===== src/hdl/line_line_intersection_assert.svh =====
// ----------------------------------------------------------------------------
// line_line_intersection_assert.svh
// Assertion macros used by the line_line_intersection RTL.
// ----------------------------------------------------------------------------
`ifndef LINE_LINE_INTERSECTION_ASSERT_SVH
`define LINE_LINE_INTERSECTION_ASSERT_SVH

// plain property, checked on every clock edge outside reset
`define LLI_ASSERT(label, prop, msg) \
  label: assert property (@(posedge clk) disable iff (!rst_n) (prop)) \
    else $error(msg);

// implication, same cycle
`define LLI_ASSERT_IMP(label, ante, cons, msg) \
  label: assert property (@(posedge clk) disable iff (!rst_n) (ante) |-> (cons)) \
    else $error(msg);

`endif


===== src/hdl/lli_pkg.sv =====
// ----------------------------------------------------------------------------
// lli_pkg
// Shared constants, widths and the stage control struct.
// ----------------------------------------------------------------------------
`default_nettype none

package lli_pkg;

  localparam int LLI_COEF_BITS = 16;
  localparam int LLI_FRAC_BITS = 16;
  localparam int LLI_CW        = 32;   // constant term width
  localparam int LLI_QW        = 32;   // coordinate width

  typedef struct packed {
    logic valid;
    logic zero;    // determinant is zero
    logic neg_x;
    logic neg_y;
    logic ovf_x;   // quotient >= 2^32
    logic ovf_y;
  } lli_ctl_t;

  function automatic int lli_num_w(input int cw);
    return cw + LLI_CW + 1;
  endfunction

  function automatic int lli_den_w(input int cw);
    return 2 * cw + 1;
  endfunction

  // remainder width: holds num << frac and den << (QW-1)
  function automatic int lli_rem_w(input int cw, input int fw);
    int a;
    int b;
    a = lli_num_w(cw) + fw;
    b = lli_den_w(cw) + LLI_QW;
    return ((a > b) ? a : b) + 1;
  endfunction

endpackage

`default_nettype wire


===== src/hdl/lli_div_step.sv =====
// ----------------------------------------------------------------------------
// lli_div_step
// One restoring division stage: one quotient bit for x and for y.
// ----------------------------------------------------------------------------
`default_nettype none

module lli_div_step
  import lli_pkg::*;
#(
  parameter int COEF_BITS = LLI_COEF_BITS,
  parameter int FRAC_BITS = LLI_FRAC_BITS,
  parameter int BIT_POS   = LLI_QW - 1
) (
  input  wire                                        clk,
  input  wire                                        rst_n,
  input  wire                                        en,
  input  lli_ctl_t                                   ctl_i,
  input  wire  [lli_rem_w(COEF_BITS, FRAC_BITS)-1:0] rem_x_i,
  input  wire  [lli_rem_w(COEF_BITS, FRAC_BITS)-1:0] rem_y_i,
  input  wire  [LLI_QW-1:0]                          q_x_i,
  input  wire  [LLI_QW-1:0]                          q_y_i,
  input  wire  [lli_den_w(COEF_BITS)-1:0]            den_i,
  output lli_ctl_t                                   ctl_o,
  output logic [lli_rem_w(COEF_BITS, FRAC_BITS)-1:0] rem_x_o,
  output logic [lli_rem_w(COEF_BITS, FRAC_BITS)-1:0] rem_y_o,
  output logic [LLI_QW-1:0]                          q_x_o,
  output logic [LLI_QW-1:0]                          q_y_o,
  output logic [lli_den_w(COEF_BITS)-1:0]            den_o
);

  localparam int SW = lli_rem_w(COEF_BITS, FRAC_BITS);
  localparam int HW = lli_den_w(COEF_BITS);

  lli_ctl_t          ctl_r;
  logic [SW-1:0]     rem_x_r, rem_y_r, rem_x_nxt, rem_y_nxt, dsh;
  logic [LLI_QW-1:0] q_x_r, q_y_r, q_x_nxt, q_y_nxt;
  logic [HW-1:0]     den_r;
  logic              ge_x, ge_y;

  always_comb begin
    dsh  = SW'(den_i) << BIT_POS;
    ge_x = (rem_x_i >= dsh);
    ge_y = (rem_y_i >= dsh);
    rem_x_nxt = ge_x ? (rem_x_i - dsh) : rem_x_i;
    rem_y_nxt = ge_y ? (rem_y_i - dsh) : rem_y_i;
    q_x_nxt = q_x_i;
    q_y_nxt = q_y_i;
    q_x_nxt[BIT_POS] = ge_x;
    q_y_nxt[BIT_POS] = ge_y;
  end

  always_ff @(posedge clk) begin
    if (!rst_n) begin
      ctl_r <= '0;
    end else if (en) begin
      ctl_r <= ctl_i;
    end
  end

  always_ff @(posedge clk) begin
    if (en) begin
      rem_x_r <= rem_x_nxt;
      rem_y_r <= rem_y_nxt;
      q_x_r   <= q_x_nxt;
      q_y_r   <= q_y_nxt;
      den_r   <= den_i;
    end
  end

  assign ctl_o   = ctl_r;
  assign rem_x_o = rem_x_r;
  assign rem_y_o = rem_y_r;
  assign q_x_o   = q_x_r;
  assign q_y_o   = q_y_r;
  assign den_o   = den_r;

endmodule

`default_nettype wire

===== config.mk =====
export PLATFORM = sky130hd
export DESIGN_NAME = lli_div_step
export DESIGN_NICKNAME = d
export VERILOG_FILES = /design/src/hdl/line_line_intersection_assert.svh /design/src/hdl/lli_pkg.sv /design/src/hdl/lli_div_step.sv
export SDC_FILE = /design/constraint.sdc
export NUM_CORES = 1
export LEC_CHECK = 0
export BUFFER_PORTS_ARGS = -buffer_cell sky130_fd_sc_hd__buf_2
export CAP_MARGIN = 30
export CORE_AREA = 2 2 185 187
export DETAILED_ROUTE_END_ITERATION = 10
export DIE_AREA = 0 0 187 189
export HOLD_SLACK_MARGIN = 0.15
export PLACE_DENSITY = 0.57
export SYNTH_ARGS = -nofsm -noshare
export SYNTH_HDL_FRONTEND = slang
export SYNTH_SLANG_ARGS = --single-unit

===== constraint.sdc =====
create_clock -name clk -period 4.95 [get_ports clk]
set_input_delay 0.7425 -clock clk [delete_from_list [all_inputs] [get_ports clk]]
set_output_delay 0.7425 -clock clk [all_outputs]
set_load 0.01 [all_outputs]

# Yosys cells after proc, flatten, opt, wreduce, memory -nomap -nowiden
# Index checks and enable logic that the tools add are counted.
# word_totals
in_bits	238
word_cells	17
regBits	235
out_inout_bits	235
# classes
order_cmp	2
add_sub_neg	2
mux	2
# ops
operator	n
66-bit by 64-bit greater-or-equal comparator with 1-bit output	2
66-bit two-way mux	2
66-bit by 64-bit subtractor with 66-bit output	2

# Longest topological paths before layout
# depth
depth_word	2
depth_mapped	14
mapped_depth_nobuf	13

# Worst setup path before layout
# OpenSTA, ideal clock, no wires.
# synth_path
path_type	input port to flip-flop
startpoint	in rem_y_i[31]
endpoint	reg rem_y_r[63] (netlist: rem_y_o[63]) (data pin)
required_ns	4.694
setup_ns	0.256
path_slack_ns	1.491
path_buffers	0
path_stages	13
arrival_ns	3.202
cell_sequence	inv_1 -> ha_1 -> inv_1 -> fa_1 -> a211oi_1 -> o211ai_1 -> a41oi_2 -> a211oi_1 -> or3_1 -> nand3_1 -> nor2_1 -> or3_1 -> a22o_1
# synth_between
elab_chain_cells	2
word_cells_on_any_way	3
cone_classes	add/sub (1); order compare (1); mux (1)
# synth_lines
element	line	source
from (decl)	lli_div_step.sv:19	input wire [lli_rem_w(COEF_BITS, FRAC_BITS)-1:0] rem_y_i,
66-bit by 64-bit subtractor with 66-bit output or 66-bit by 64-bit greater-or-equal comparator with 1-bit output (tied branches)	lli_div_step.sv:45, lli_div_step.sv:43	
66-bit two-way mux (*)	lli_div_step.sv:45	rem_y_nxt = ge_y ? (rem_y_i - dsh) : rem_y_i;
named net rem_y_nxt[63]	lli_div_step.sv:35	logic [SW-1:0] rem_x_r, rem_y_r, rem_x_nxt, rem_y_nxt, dsh;
to (signal assigned)	lli_div_step.sv:63	rem_y_r <= rem_y_nxt;
to (decl)	lli_div_step.sv:35	
# The timed path passes the listed nets; every way through them passes the cells marked *.
# A chain may end at the register's enable or synchronous reset.

# Worst setup path in the final report
# layout_path
startpoint	in den_i[0]
endpoint	reg rem_x_r[65] (netlist: rem_x_o[65]) (data pin)
# layout_between
elab_chain_cells	2
word_cells_on_any_way	3
cone_classes	add/sub (1); order compare (1); mux (1)
# layout_lines
element	line	source
from (decl)	lli_div_step.sv:22	input wire [lli_den_w(COEF_BITS)-1:0] den_i,
66-bit by 64-bit subtractor with 66-bit output or 66-bit by 64-bit greater-or-equal comparator with 1-bit output (tied branches)	lli_div_step.sv:44, lli_div_step.sv:42	
66-bit two-way mux (*)	lli_div_step.sv:44	rem_x_nxt = ge_x ? (rem_x_i - dsh) : rem_x_i;
named net rem_x_nxt[65]	lli_div_step.sv:35	
to (signal assigned)	lli_div_step.sv:62	rem_x_r <= rem_x_nxt;
to (decl)	lli_div_step.sv:35	
# Marks and branches as above.

==> results.json <==
{
  "ys_ff_latch": 235,
  "cts_root_buffer": "clkbuf_16",
  "insertion_delay_ns": 0.53,
  "irDropWorstVdd_mv": 0.224,
  "final_cells": 1917,
  "worst_pin_slew_ns": 1.00,
  "drtAntennaViolNets": 0,
  "cp-start-kind": "primary input",
  "fin_crit_ns": 3.79,
  "rows": 67,
  "clk_pin_slew_ns": 0.06,
  "syn_nets": 1280,
  "hold_slack_ns": 0.375,
  "outcome": "complete, no violations",
  "worstSetupEndpointType": "flip-flop",
  "grt_pass1_vias": 9269,
  "num_io_pins": 473,
  "ctsResizeCount": 0,
  "async_flop_share_pct": 0,
  "io_buffers": 470,
  "grt_overflow_total": 0,
  "post-place-cells": 1865,
  "fin_crit_sh_pct": 76.5,
  "synth_edf_count": 229,
  "ys.warnings.count": 0,
  "nets": 1752,
  "max_freq_ghz": 0.264,
  "critPathMaxFanout": 3,
  "hp-class": "in -> reg",
  "hold_viol": 0,
  "rrSetupSlack_ns": 4.33,
  "netlist-cell-type-count": 65,
  "first_iter_violations": 541,
  "firstDrtPassIters": 6,
  "fin_setup_tns_ns": 0,
  "cap_viol_max_count": 0,
  "synth_area_per_cell_um2": 12.1,
  "post-cts-setup-buffers": 0,
  "dp_hpwl_um": 29500,
  "design.core.area_um2": 33300,
  "start_util_pct": 35.3,
  "dr_wl_met3_um": 2480,
  "finalSetupViolations": 0,
  "die_area_um2": 35300,
  "crit_chain": "buf_2, ha_1, inv_1, fa_1, a211oi_1, o211ai_1, nand4_1, a21oi_1, a31oi_1, o31a_1, o21ai_0, a211oi_1, mux2_2",
  "skew_ns": 0,
  "avgViaCountPerCell": 4.92,
  "drv_slew": 0,
  "syn_inst": 974,
  "slowest_delay_ns": 0.48,
  "grt_max_degree": 126,
  "final_util_pct": 46.6,
  "htreeDepth": 1,
  "p_per_area_nw_per_um2": 366,
  "numCtsBuffers": 27,
  "cpMostUsedCell": "a211oi_1",
  "rsz0062_at_grt": "no",
  "drc": 0,
  "wirelength_um": 37000,
  "crit_type": "in -> reg",
  "critPathSlowestCell": "a211oi_1",
  "met2_length_um": 19400,
  "grt_usage_pct": 20.2,
  "die_w_um": 187,
  "die_h_um": 189,
  "holdBufCountCts": 0,
  "grt_pass1_wl_um": 54900,
  "vias": 9440,
  "slew_headroom_pct": 33.2,
  "final_layout_size_suffix_gt1_share_pct": 37.9,
  "met1_length_um": 14400,
  "power.leakage_nw": 6.72,
  "top_layer_used": "met5",
  "cp.required_ns": 5.24,
  "routabilityCongestion": 0.831,
  "ys.flop_type": "edfxtp_1",
  "cts_tree": "built",
  "wire_per_inst_um": 19.3,
  "critPathArrivalTime_ns": 4.07,
  "post_synth_instance_area_um2": 11800,
  "ys_seq_area_share_pct": 59.5,
  "cts_buffer_depth": 3,
  "clock-sinks": 235,
  "antenna_found_initial": 8,
  "syn_to_final_growth_pct": 32.0
}
==> cells in the final DEF, fill, tap and decap left out, drive strengths merged, types with 3 or more instances in the layout <==
master,instances
nand2b,8
edfxtp,229
and2,4
or3,5
nand4,17
nor2b,13
ha,66
mux2,13
nand3,16
mux2i,7
nor3,8
clkbuf,32
dfxtp,6
diode,3
a31o,3
and3,6
bufinv,3
xnor2,28
nand2,112
a21o,31
buf,478
inv,48
o31ai,4
or2,6
o21ai,87
a211oi,7
xor2,32
nor2,40
a21oi,68
nor4,19
o211ai,10
clkinv,12
a221o,3
a31oi,14
==> path summary, 6_finish.rpt <==
kind / startpoint / to / depth (start not counted)
hold / removal: q_x_i[6] / q_x_o[6] / 1
hold reg to reg: ctl_o[3] / ctl_o[3] / 2
setup reg to reg: ctl_o[5] / ctl_o[5] / 2
setup / recovery: den_i[0] / rem_x_o[65] / 13
==> registers in the layout, indices dropped and copies added (netlist names) <==
signal	flops
rem_y_o	66
q_x_o	32
rem_x_o	66
q_y_o	32
den_o	33
ctl_o	6
==> report_power, final <==
group          internal (mW)  switching (mW)  leakage (nW)  total [mW]
clock                   1.22           0.830         0.451        2.05
combinational          0.467           0.668          3.98        1.14
sequential              2.44          0.0481          2.29        2.48
total                   4.13            1.55          6.72        5.67
==> routing by layer <==
metal  track usage [%]  vias up
met4              4.70        4
met2              37.5      354
li1                  -     4597
met1              23.7     4445
met3              4.37       40
met5                 0        -
==> through the flow <==
step / worst slack [ns] / cell area (µm²) / power [mW]
floorplan: 1.49 / 11800 / 3.15
global placement: 0.737 / 14600 / 3.66
detailed placement: 0.731 / 14600 / 3.67
CTS: 1.27 / 15500 / 5.74
global route: 1.04 / 15500 / 5.93
finish: 1.16 / 15500 / 5.67
==> synthesized netlist by cell type (4+ instances only) <==
master / n / area, µm²
o211ai_1: 10 / 75.1
nor2b_1: 13 / 81.3
buf_4: 4 / 30.0
mux2i_1: 7 / 70.1
nor4_1: 17 / 106
nand2b_1: 8 / 50.1
o21ai_0: 61 / 305
o21ai_1: 26 / 130
and3_1: 6 / 37.5
xnor2_1: 28 / 245
edfxtp_1: 229 / 6880
nor3_1: 8 / 40.0
or3_1: 5 / 31.3
and2_1: 4 / 25.0
nand2_1: 111 / 417
clkbuf_1: 20 / 75.1
a211oi_1: 6 / 45.0
dfxtp_1: 6 / 120
xor2_1: 32 / 280
inv_1: 47 / 176
a21oi_1: 67 / 335
nand4_1: 17 / 106
a31oi_1: 14 / 87.6
a21o_1: 31 / 233
or2_2: 6 / 37.5
mux2_2: 9 / 101
buf_2: 8 / 40.0
ha_1: 66 / 826
nor2_1: 40 / 150
nand3_1: 16 / 80.1
mux2_4: 4 / 60.1
==> cell families (layout without fill, tap and decap cells) <==
family / Yosys count / count (layout) / synth area share, %
multiplexers: 20 / 20 / 1.97
AND/OR/NAND/NOR: 262 / 262 / 10.8
other: 0 / 3 / 0
flip-flops: 235 / 235 / 59.5
adder cells (fa/ha/maj): 68 / 68 / 7.37
AO/OA/AOI/OAI: 247 / 247 / 12.9
buffers and inverters: 82 / 574 / 3.02
XOR/XNOR: 60 / 60 / 4.47
==> cell type report <==
type	count	area, µm²
Antenna cell	3	7.51
Clock buffer	32	737
Clock inverter	17	175
Fill cell	3144	17800
Inverter	47	176
Multi-Input combinational cell	657	4420
Sequential cell	235	7000
Tap cell	448	561
Timing Repair Buffer	478	2430
==> worst max-delay path: cells and delay by family <==
kind	cells	cell delay, ns
AO/OA/AOI/OAI	7	1.97
adder cells (fa/ha/maj)	2	0.62
multiplexers	1	0.36
AND/OR/NAND/NOR	1	0.17
buffers and inverters	2	0.22
(Power assumes the default switching activity.)
